==> config.mk <==
export PLATFORM = sky130hd
export DESIGN_NAME = utf8_stream_decoder_unit
export DESIGN_NICKNAME = d
export VERILOG_FILES = /design/src/rtl/u8sd_pkg.sv /design/src/rtl/utf8_stream_decoder_unit.sv /design/src/rtl/u8sd_front.sv /design/src/rtl/u8sd_queue.sv /design/src/rtl/u8sd_back.sv
export VERILOG_INCLUDE_DIRS = /design/src /design/src/rtl
export SDC_FILE = /design/constraint.sdc
export NUM_CORES = 1
export LEC_CHECK = 0
export BUFFER_PORTS_ARGS = -buffer_cell sky130_fd_sc_hd__buf_2
export CAP_MARGIN = 20
export CORE_UTILIZATION = 59
export DETAILED_ROUTE_END_ITERATION = 8
export GPL_ROUTABILITY_DRIVEN = 0
export MAX_ROUTING_LAYER = met4
export PLACE_DENSITY = 0.78
export SLEW_MARGIN = 0
export SYNTH_ARGS = -nofsm -noshare
export SYNTH_HDL_FRONTEND = slang
export SYNTH_SLANG_ARGS = --single-unit
==> constraint.sdc <==
create_clock -name clk -period 9.25 [get_ports clk]
set_input_delay 1.3875 -clock clk [delete_from_list [all_inputs] [get_ports clk]]
set_output_delay 1.3875 -clock clk [all_outputs]
set_load 0.005 [all_outputs]
==> src/rtl/utf8_stream_decoder_unit_macros.svh <==
// Assertion macros shared by the UTF-8 stream decoder RTL.
// No dependencies; included by u8sd_back, which checks its own logic.
`ifndef UTF8_STREAM_DECODER_UNIT_MACROS_SVH
`define UTF8_STREAM_DECODER_UNIT_MACROS_SVH

`ifndef SYNTHESIS
// same-cycle implication, checked out of reset
`define U8SD_ASSERT_IMP(label, clk, rst, ante, cons) \
  label: assert property (@(posedge clk) disable iff (rst) (ante) |-> (cons)) \
    else $error("u8sd check failed");
// next-cycle implication, checked out of reset
`define U8SD_ASSERT_NXT(label, clk, rst, ante, cons) \
  label: assert property (@(posedge clk) disable iff (rst) (ante) |=> (cons)) \
    else $error("u8sd check failed");
`else
`define U8SD_ASSERT_IMP(label, clk, rst, ante, cons)
`define U8SD_ASSERT_NXT(label, clk, rst, ante, cons)
`endif

`endif

==> src/rtl/u8sd_pkg.sv <==
// Shared types and constants of the UTF-8 stream decoder.
// No dependencies; used by front, queue, back and top level.
package u8sd_pkg;

  localparam int CP_W            = 21;
  localparam int U8SD_QUEUE_DEPTH = 4;

  localparam logic [CP_W-1:0] REPL_CP   = 21'h00FFFD;
  localparam logic [CP_W-1:0] CP_MAX    = 21'h10FFFF;
  localparam logic [CP_W-1:0] SURR_LO   = 21'h00D800;
  localparam logic [CP_W-1:0] SURR_HI   = 21'h00DFFF;
  localparam logic [CP_W-1:0] MIN_TWO   = 21'h000080;
  localparam logic [CP_W-1:0] MIN_THREE = 21'h000800;
  localparam logic [CP_W-1:0] MIN_FOUR  = 21'h010000;

  // One decoded byte's worth of work: a burst of replacements, then an
  // optional tail result. Never pushed empty.
  typedef struct packed {
    logic [2:0]      repl_cnt;
    logic            tail_vld;
    logic [CP_W-1:0] tail_cp;
    logic            tail_repl;
    logic            eot;
  } cmd_t;

endpackage

==> src/rtl/utf8_stream_decoder_unit.sv <==
// Top level of the UTF-8 stream decoder with U+FFFD replacement.
// Depends on u8sd_pkg, u8sd_front, u8sd_queue and u8sd_back.
//
//  channel | dir | handshake          | payload
//  --------+-----+--------------------+----------------------------------------
//  s_*     | in  | s_tvalid/s_tready  | tdata: data_byte; tlast: end_of_text
//  m_*     | out | m_tvalid/m_tready  | tdata: code_point; tlast: last_of_run;
//          |     |                    | tuser: is_replacement, text_done
//
// One byte request is taken per cycle while the command queue has room.
// Each request yields zero to four results; the back end sends one result
// per cycle while m_tready allows, so a byte with k results holds the back
// end until all k are sent, and the queue soaks up error bursts. Results
// pass through the queue, then the registered output stage. rst clears the
// decode state, the queue and the output stage; there is no clearing pass.
// Either side may stall without stopping the other until the queue fills.
module utf8_stream_decoder_unit #(
  parameter int QUEUE_DEPTH = u8sd_pkg::U8SD_QUEUE_DEPTH
) (
  input  logic        clk,
  input  logic        rst,
  input  logic        s_tvalid,
  output logic        s_tready,
  input  logic [7:0]  s_tdata,   // [7:0] data_byte
  input  logic        s_tlast,   // end_of_text
  output logic        m_tvalid,
  input  logic        m_tready,
  output logic [23:0] m_tdata,   // [20:0] code_point, [23:21] zero
  output logic        m_tlast,   // last_of_run
  output logic [1:0]  m_tuser    // [0] is_replacement, [1] text_done
);
  import u8sd_pkg::*;

  // front -> queue
  logic push_vld, push_rdy;
  cmd_t push_cmd;
  // queue -> back
  logic pop_vld, pop_rdy;
  cmd_t pop_cmd;

  // classify each byte and fold it into the pending sequence
  u8sd_front u_front (
    .clk      (clk),
    .rst      (rst),
    .s_tvalid (s_tvalid),
    .s_tready (s_tready),
    .s_tdata  (s_tdata),
    .s_tlast  (s_tlast),
    .push_vld (push_vld),
    .push_rdy (push_rdy),
    .push_cmd (push_cmd)
  );

  // decouples byte intake from result bursts
  u8sd_queue #(
    .DEPTH (QUEUE_DEPTH)
  ) u_queue (
    .clk      (clk),
    .rst      (rst),
    .push_vld (push_vld),
    .push_rdy (push_rdy),
    .push_cmd (push_cmd),
    .pop_vld  (pop_vld),
    .pop_rdy  (pop_rdy),
    .pop_cmd  (pop_cmd)
  );

  // expand commands into results, one per cycle while the output is not stalled, registered out
  u8sd_back u_back (
    .clk      (clk),
    .rst      (rst),
    .pop_vld  (pop_vld),
    .pop_rdy  (pop_rdy),
    .pop_cmd  (pop_cmd),
    .m_tvalid (m_tvalid),
    .m_tready (m_tready),
    .m_tdata  (m_tdata),
    .m_tlast  (m_tlast),
    .m_tuser  (m_tuser)
  );

endmodule

==> src/rtl/u8sd_front.sv <==
// Front end: accepts bytes, tracks the pending sequence, emits commands.
// Depends on u8sd_pkg.
module u8sd_front (
  input  logic            clk,
  input  logic            rst,
  input  logic            s_tvalid,
  output logic            s_tready,
  input  logic [7:0]      s_tdata,
  input  logic            s_tlast,
  output logic            push_vld,
  input  logic            push_rdy,
  output u8sd_pkg::cmd_t  push_cmd
);
  import u8sd_pkg::*;

  logic [CP_W-1:0] partial_value, partial_value_next;
  logic [1:0]      bytes_needed, bytes_needed_next;
  logic [1:0]      bytes_seen, bytes_seen_next;

  logic            accept;
  logic            is_cont;
  logic [CP_W-1:0] acc;
  logic [1:0]      seen_inc;
  logic [CP_W-1:0] minimum;
  logic            bad;
  logic            f_tail_vld, f_tail_repl;
  logic [CP_W-1:0] f_tail_cp, f_bits;
  logic [1:0]      f_needed;
  cmd_t            cmd;

  assign s_tready = push_rdy;
  assign accept   = s_tvalid && s_tready;
  assign is_cont  = (s_tdata[7:6] == 2'b10);
  assign acc      = {partial_value[CP_W-7:0], s_tdata[5:0]};
  assign seen_inc = bytes_seen + 2'd1;

  always_comb begin
    case (bytes_needed)
      2'd1:    minimum = MIN_TWO;
      2'd2:    minimum = MIN_THREE;
      default: minimum = MIN_FOUR;
    endcase
  end

  assign bad = (acc < minimum) || (acc > CP_MAX) || ((acc >= SURR_LO) && (acc <= SURR_HI));

  // decode of a byte that starts afresh: none pending, or one breaking the pending sequence
  always_comb begin
    f_tail_vld  = 1'b0;
    f_tail_repl = 1'b0;
    f_tail_cp   = REPL_CP;
    f_needed    = 2'd0;
    f_bits      = '0;
    if (!s_tdata[7]) begin
      f_tail_vld = 1'b1;
      f_tail_cp  = {13'b0, s_tdata};
    end else if (s_tdata[7:5] == 3'b110) begin
      f_needed = 2'd1;
      f_bits   = {16'b0, s_tdata[4:0]};
    end else if (s_tdata[7:4] == 4'b1110) begin
      f_needed = 2'd2;
      f_bits   = {17'b0, s_tdata[3:0]};
    end else if (s_tdata[7:3] == 5'b11110) begin
      f_needed = 2'd3;
      f_bits   = {18'b0, s_tdata[2:0]};
    end else begin
      f_tail_vld  = 1'b1;
      f_tail_repl = 1'b1;
    end
    // lead cut short by end of text
    if ((f_needed != 2'd0) && s_tlast) begin
      f_tail_vld  = 1'b1;
      f_tail_repl = 1'b1;
    end
  end

  always_comb begin
    cmd                = '0;
    cmd.eot            = s_tlast;
    cmd.tail_cp        = REPL_CP;
    partial_value_next = partial_value;
    bytes_needed_next  = bytes_needed;
    bytes_seen_next    = bytes_seen;
    if ((bytes_needed != 2'd0) && is_cont) begin
      partial_value_next = acc;
      bytes_seen_next    = seen_inc;
      if (seen_inc >= bytes_needed) begin
        if (bad) begin
          cmd.repl_cnt = {1'b0, bytes_needed} + 3'd1;
        end else begin
          cmd.tail_vld = 1'b1;
          cmd.tail_cp  = acc;
        end
        bytes_needed_next = 2'd0;
        bytes_seen_next   = 2'd0;
      end else if (s_tlast) begin
        cmd.repl_cnt = {1'b0, seen_inc} + 3'd1;
      end
    end else begin
      // broken sequence flushes lead plus held continuations
      if (bytes_needed != 2'd0) begin
        cmd.repl_cnt = {1'b0, bytes_seen} + 3'd1;
      end
      cmd.tail_vld       = f_tail_vld;
      cmd.tail_cp        = f_tail_cp;
      cmd.tail_repl      = f_tail_repl;
      bytes_needed_next  = f_needed;
      partial_value_next = f_bits;
      bytes_seen_next    = 2'd0;
    end
    if (s_tlast) begin
      bytes_needed_next = 2'd0;
      bytes_seen_next   = 2'd0;
    end
  end

  assign push_cmd = cmd;
  assign push_vld = accept && ((cmd.repl_cnt != 3'd0) || cmd.tail_vld);

  always_ff @(posedge clk) begin
    if (rst) begin
      bytes_needed <= 2'd0;
      bytes_seen   <= 2'd0;
    end else if (accept) begin
      bytes_needed <= bytes_needed_next;
      bytes_seen   <= bytes_seen_next;
    end
  end

  always_ff @(posedge clk) begin
    if (accept) begin
      partial_value <= partial_value_next;
    end
  end

endmodule

==> src/rtl/u8sd_queue.sv <==
// Small flop FIFO of commands between front and back end.
// Depends on u8sd_pkg.
module u8sd_queue #(
  parameter int DEPTH = u8sd_pkg::U8SD_QUEUE_DEPTH
) (
  input  logic            clk,
  input  logic            rst,
  input  logic            push_vld,
  output logic            push_rdy,
  input  u8sd_pkg::cmd_t  push_cmd,
  output logic            pop_vld,
  input  logic            pop_rdy,
  output u8sd_pkg::cmd_t  pop_cmd
);
  import u8sd_pkg::*;

  localparam int PTR_W = (DEPTH > 1) ? $clog2(DEPTH) : 1;
  localparam int CNT_W = $clog2(DEPTH + 1);

  cmd_t             entries [DEPTH];
  logic [PTR_W-1:0] wr_ptr, rd_ptr;
  logic [CNT_W-1:0] count;
  logic             do_push, do_pop;

  assign push_rdy = (count != CNT_W'(DEPTH));
  assign pop_vld  = (count != '0);
  assign pop_cmd  = entries[rd_ptr];
  assign do_push  = push_vld && push_rdy;
  assign do_pop   = pop_vld && pop_rdy;

  always_ff @(posedge clk) begin
    if (rst) begin
      wr_ptr <= '0;
      rd_ptr <= '0;
      count  <= '0;
    end else begin
      if (do_push) begin
        wr_ptr <= (wr_ptr == PTR_W'(DEPTH - 1)) ? '0 : wr_ptr + PTR_W'(1);
      end
      if (do_pop) begin
        rd_ptr <= (rd_ptr == PTR_W'(DEPTH - 1)) ? '0 : rd_ptr + PTR_W'(1);
      end
      if (do_push && !do_pop) begin
        count <= count + CNT_W'(1);
      end else if (do_pop && !do_push) begin
        count <= count - CNT_W'(1);
      end
    end
  end

  always_ff @(posedge clk) begin
    if (do_push) begin
      entries[wr_ptr] <= push_cmd;
    end
  end

endmodule

==> src/rtl/u8sd_back.sv <==
// Back end: expands one command into its results, one per cycle while m_tready
// allows, into a registered output stage. Depends on u8sd_pkg and the macro header.
`include "utf8_stream_decoder_unit_macros.svh"

module u8sd_back (
  input  logic                      clk,
  input  logic                      rst,
  input  logic                      pop_vld,
  output logic                      pop_rdy,
  input  u8sd_pkg::cmd_t            pop_cmd,
  output logic                      m_tvalid,
  input  logic                      m_tready,
  output logic [23:0]               m_tdata,
  output logic                      m_tlast,
  output logic [1:0]                m_tuser
);
  import u8sd_pkg::*;

  logic [1:0]      idx;
  logic [2:0]      total;
  logic            is_last;
  logic            item_is_repl;
  logic            load;
  logic            out_vld;
  logic [CP_W-1:0] out_cp;
  logic            out_repl, out_last, out_done;

  assign total        = pop_cmd.repl_cnt + {2'b0, pop_cmd.tail_vld};
  assign is_last      = (({1'b0, idx} + 3'd1) == total);
  assign item_is_repl = ({1'b0, idx} < pop_cmd.repl_cnt);
  assign load         = pop_vld && (!out_vld || m_tready);
  assign pop_rdy      = load && is_last;

  always_ff @(posedge clk) begin
    if (rst) begin
      idx     <= 2'd0;
      out_vld <= 1'b0;
    end else begin
      if (load) begin
        out_vld <= 1'b1;
        idx     <= is_last ? 2'd0 : idx + 2'd1;
      end else if (m_tready) begin
        out_vld <= 1'b0;
      end
    end
  end

  always_ff @(posedge clk) begin
    if (load) begin
      out_cp   <= item_is_repl ? REPL_CP : pop_cmd.tail_cp;
      out_repl <= item_is_repl ? 1'b1 : pop_cmd.tail_repl;
      out_last <= is_last;
      out_done <= is_last && pop_cmd.eot;
    end
  end

  assign m_tvalid = out_vld;
  assign m_tdata  = {3'b0, out_cp};
  assign m_tlast  = out_last;
  assign m_tuser  = {out_done, out_repl};

  // mid-burst the command must still sit at the queue head
  `U8SD_ASSERT_IMP(a_head_held, clk, rst, idx != 2'd0, pop_vld)
  // end of text only ever closes a byte's run
  `U8SD_ASSERT_IMP(a_done_on_last, clk, rst, out_vld && out_done, out_last)
  // a good result is a Unicode scalar value
  `U8SD_ASSERT_IMP(a_scalar_ok, clk, rst, out_vld && !out_repl,
                   (out_cp <= CP_MAX) && ((out_cp < SURR_LO) || (out_cp > SURR_HI)))
  // a finished command leaves the burst counter at zero
  `U8SD_ASSERT_NXT(a_idx_clear, clk, rst, pop_rdy, idx == 2'd0)

endmodule
==> Flow_metrics.wiki <==
{| class="wikitable"
! Metric !! Value
|-
| Total of flip-flops plus latches after synthesis || approximately 160
|-
| Total via count after detailed routing || 3793
|-
| Die area || between 10000 and 15000 um2
|-
| Worst setup endpoint || u_queue.count[1]
|-
| Arithmetic-cell share of the synthesized area counting full adders, half adders and majority gates || 3.932%
|-
| HPWL after detailed placement || around 8000 um
|-
| Count of maximum capacitance violations || 0
|-
| RSZ-0062 raised after global routing || false
|-
| Antenna Violating Nets Remaining || 0
|-
| Pins Over Slew Limit || 0
|-
| Wire length of the first global-routing pass || ~20000 um
|-
| Clock tree buffer depth || 2
|-
| Synthesized netlist cell count || 434
|-
| Remaining Overflow, GRT || 0
|-
| Area of the core || between 10000 and 15000 um2
|-
| Nature of the critical path endpoint || flop
|-
| Post-CTS clock slew at the launch and capture registers of the worst setup and hold paths || 0.06 ns
|-
| Remaining routing DRC violations || 0
|-
| Kind of critical path || reg2reg
|-
| Fraction of the cycle the final worst path needs || between 40% and 50%
|-
| Met1 layer usage reported by global route || 30.53%
|-
| Max H-tree Level || 4
|-
| Areal power density over the cells || 282.7 nW/um2
|-
| Status || finished, final reports clean
|-
| Layout Cell Area excl Fill || 7830 um2
|-
| Actual slew at the worst max-slew pin || around 0.96 ns
|-
| Combinational family with the most area after synthesis || simple AND/OR/NAND/NOR gates
|-
| Layout cells sized above 1 || 23.14%
|-
| Clock sinks || 163
|-
| Number of endpoints with negative hold slack in the final report || 0
|-
| Wirelength, routed || 12810 um
|-
| Final Core Density || around 69%
|-
| Final setup violation count || 0
|-
| Number of input and output port buffers inserted || 38
|-
| Xor/xnor share of the synthesized area || 0.8920%
|-
| Mean instance size in the synthesized netlist || 15.84 um2
|-
| Die outline width || 109.9 um
|-
| Maximum number of pins on one net before global-route repair || 28
|-
| Number of buffers added to fix hold violations after cts || 0
|-
| Sequential share of the synthesized area || 68.89%
|-
| Worst reg2reg endpoint || u_queue.count[1]
|-
| Number of library cell types mapped by synthesis || 58
|-
| Clock Latency Late Sink || 0.42 ns
|-
| EDFF count, synth || 147
|-
| Leakage power of the design || 2.804 nW
|-
| Final-layout worst hold slack || 0.4714 ns
|-
| Initial core utilization || between 60% and 70%
|-
| Count of cells along the worst register-to-register path || 11
|-
| Largest stage delay on the critical path || 0.96 ns
|-
| Max Clk Rate || 0.2410 GHz
|-
| Number of antenna repair diodes || 0
|-
| Worst Hold Class || reg2reg
|-
| Initial antenna violation count || 0
|-
| Vias in the first global route || 3902
|-
| Sum Neg Setup Slack || 0 ns
|-
| Maximum net fanout on the critical path || 27
|-
| Number of gates on the worst path with buffers counted || 11
|-
| IR drop worst, VDD || 0.1363 mV
|-
| Number of I/O pins || between 40 and 50
|-
| Number of buffers created by CTS || 17
|-
| Post-synthesis to final-layout area growth || 13.93%
|-
| Async S/R FF share, synth || 0%
|-
| Cell-by-cell trace of the critical path || mux4_2, ha_1, ha_1, xor2_1, nor3_1, nand2_1, ha_1, inv_1, fa_1, mux2i_1, nor2_1
|-
| Post-synthesis cell area || 6873 um2
|-
| Crit path DAT || 4.44 ns
|-
| Family with the most delay on the worst path || adder cells
|-
| Cell mode on critical path || sky130_fd_sc_hd__ha_1
|-
| TritonCTS clock tree || done
|-
| Most used flip-flop cell after synthesis || sky130_fd_sc_hd__edfxtp_1
|-
| Overall die height || 109.9 um
|-
| Met3 layer usage reported by global route || 6.817%
|-
| Compound-Gate Fraction of Synth Area || slightly above 4%
|-
| Total number of yosys warnings || 0
|-
| Peak-usage layer in the global routing report || met2
|-
| Headroom to the max-slew limit || 35.69%
|-
| Global-route total usage across every layer || 24.41%
|-
| Final critical-path required period || 4.149 ns
|-
| Post-CTS Setup Inserts || 0
|-
| Multiplexer share of the synthesized area || about a tenth
|-
| Per-cell via count in the routed design || 5.927
|-
| Required time of the critical path || 9.54 ns
|-
| CTS root buf || sky130_fd_sc_hd__clkbuf_16
|-
| Fin Clk Skew || 0.01034 ns
|-
| Global routing usage on met2 || around 38%
|-
| Drt initial violations || 297
|-
| Cts repair resizes || 0
|-
| Pre-Repair DR Iteration Count || 5
|-
| Post-Place Cell Area || 7223 um2
|-
| Number of buffers and inverters on the critical path || 1
|-
| Simple-Gate Fraction of Synth Area || 9.867%
|-
| Register-to-register setup slack || 5.10 ns
|-
| Post-detailed-route wirelength per cell || 20.02 um
|-
| Final net count || 518
|-
| Site row count || 39
|-
| Kind of start point of the critical path || flop
|-
| Cell type of the slowest stage on the worst timing path || sky130_fd_sc_hd__dfxtp_2
|}
[flip-flops by register name, summed over array words and instances (netlist names), 3 cells and up, named ones only]
register	cells
u_queue.entries	108
u_front.partial_value	15
u_queue.count	3
u_back.out_cp	21
[layout make-up]
class,count,area [um2]
inverter,28,105.1
timing repair buffer,47,277.8
tap,143,178.9
clock inverter,15,153.9
clock buffer,17,425.4
fill,746,3540
multi-input combinational,227,1953
sequential,163,4736
[per-stage QoR]
step	std cells	power, W	setup WS (ns)
floorplan	436	0.001370	5.039
global placement	607	0.001502	4.914
detailed placement	607	0.001530	4.799
CTS	639	0.002215	5.003
global route	640	0.002333	4.699
finish	640	0.002214	5.101
[kinds of logic after synthesis]
family,after synthesis
XOR/XNOR,7
other,1
AO/OA/AOI/OAI,40
adder cells (fa/ha/maj),21
AND/OR/NAND/NOR,125
multiplexers,31
buffers and inverters,46
flip-flops,163
[cell usage in the layout, fill, tap and decap left out, types with 2 or more instances in the layout]
| cell | n |
|---|---|
| sky130_fd_sc_hd__or4_1 | 2 |
| sky130_fd_sc_hd__mux2i_1 | 3 |
| sky130_fd_sc_hd__or3_1 | 20 |
| sky130_fd_sc_hd__and2_1 | 13 |
| sky130_fd_sc_hd__nor4b_1 | 2 |
| sky130_fd_sc_hd__clkinv_2 | 2 |
| sky130_fd_sc_hd__nor2b_1 | 8 |
| sky130_fd_sc_hd__or2_2 | 2 |
| sky130_fd_sc_hd__a21oi_1 | 10 |
| sky130_fd_sc_hd__ha_1 | 20 |
| sky130_fd_sc_hd__a31oi_1 | 3 |
| sky130_fd_sc_hd__bufinv_16 | 2 |
| sky130_fd_sc_hd__inv_6 | 3 |
| sky130_fd_sc_hd__nand2_1 | 31 |
| sky130_fd_sc_hd__nand2b_1 | 6 |
| sky130_fd_sc_hd__o21ai_0 | 9 |
| sky130_fd_sc_hd__conb_1 | 3 |
| sky130_fd_sc_hd__dfxtp_1 | 15 |
| sky130_fd_sc_hd__buf_4 | 8 |
| sky130_fd_sc_hd__edfxtp_1 | 147 |
| sky130_fd_sc_hd__mux4_2 | 27 |
| sky130_fd_sc_hd__clkinv_1 | 2 |
| sky130_fd_sc_hd__clkinvlp_4 | 4 |
| sky130_fd_sc_hd__buf_2 | 38 |
| sky130_fd_sc_hd__nor3_1 | 9 |
| sky130_fd_sc_hd__xor2_1 | 3 |
| sky130_fd_sc_hd__nor2_1 | 19 |
| sky130_fd_sc_hd__xnor2_1 | 4 |
| sky130_fd_sc_hd__inv_1 | 28 |
| sky130_fd_sc_hd__clkbuf_16 | 17 |
| sky130_fd_sc_hd__nand3_1 | 2 |
[worst min path at each step]
| stage | from | end | slack [ns] | cells past startpoint |
|---|---|---|---|---|
| 2_1_floorplan | u_back.m_tvalid | u_back.m_tvalid | 0.46 | 2 |
| 3_3_place_gp | u_back.m_tvalid | u_back.m_tvalid | 0.45 | 2 |
| 3_5_place_dp | u_back.m_tvalid | u_back.m_tvalid | 0.46 | 2 |
| 4_1_cts | u_back.m_tvalid | u_back.m_tvalid | 0.47 | 2 |
| 5_1_grt | u_back.m_tvalid | u_back.m_tvalid | 0.51 | 2 |
| 6_report | u_back.m_tvalid | u_back.m_tvalid | 0.47 | 2 |
[power breakdown]
group	internal (W)	leakage (nW)	switching (W)
Clock	0.000399	0.273	0.000284
Sequential	0.000963	1.49	0.0000772
Combinational	0.000234	1.05	0.000257
Total	0.00160	2.80	0.000618
[synthesized netlist by cell type, types with 2 or more instances]
library cell	instances	area (um2)
sky130_fd_sc_hd__xor2_1	3	26.28
sky130_fd_sc_hd__nand2b_1	6	37.54
sky130_fd_sc_hd__a21oi_1	10	50.05
sky130_fd_sc_hd__mux4_2	27	608.1
sky130_fd_sc_hd__ha_1	20	250.2
sky130_fd_sc_hd__dfxtp_1	16	320.3
sky130_fd_sc_hd__nand2_1	31	116.4
sky130_fd_sc_hd__edfxtp_1	147	4414
sky130_fd_sc_hd__buf_4	5	37.54
sky130_fd_sc_hd__buf_1	2	7.510
sky130_fd_sc_hd__nor4b_1	2	17.52
sky130_fd_sc_hd__inv_1	28	105.1
sky130_fd_sc_hd__nor2b_1	8	50.05
sky130_fd_sc_hd__mux2i_1	3	30.03
sky130_fd_sc_hd__and2_1	13	81.33
sky130_fd_sc_hd__o21ai_0	9	45.04
sky130_fd_sc_hd__or4_1	2	15.01
sky130_fd_sc_hd__nand3_1	2	10.01
sky130_fd_sc_hd__or3_1	20	125.1
sky130_fd_sc_hd__nor2_1	19	71.32
sky130_fd_sc_hd__or2_2	2	12.51
sky130_fd_sc_hd__xnor2_1	4	35.03
sky130_fd_sc_hd__clkbuf_1	10	37.54
sky130_fd_sc_hd__nor3_1	9	45.04
sky130_fd_sc_hd__a31oi_1	3	18.77
[metal layers]
metal	wire length (um)	up-vias
met3	697	20
met1	5373	1914
li1	-	1741
met2	6525	118
met4	214	0
met5	0	-
[worst reg2reg max path: stages (launching register included)]
cell                      delay, ns
sky130_fd_sc_hd__dfxtp_2       0.96
sky130_fd_sc_hd__mux4_2        0.64
sky130_fd_sc_hd__ha_1          0.22
sky130_fd_sc_hd__ha_1          0.28
sky130_fd_sc_hd__xor2_1        0.16
sky130_fd_sc_hd__nor3_1        0.49
sky130_fd_sc_hd__nand2_1       0.26
sky130_fd_sc_hd__ha_1          0.29
sky130_fd_sc_hd__inv_1         0.07
sky130_fd_sc_hd__fa_1          0.41
sky130_fd_sc_hd__mux2i_1       0.18
sky130_fd_sc_hd__nor2_1        0.05
Power figures use the tool's default switching activity.
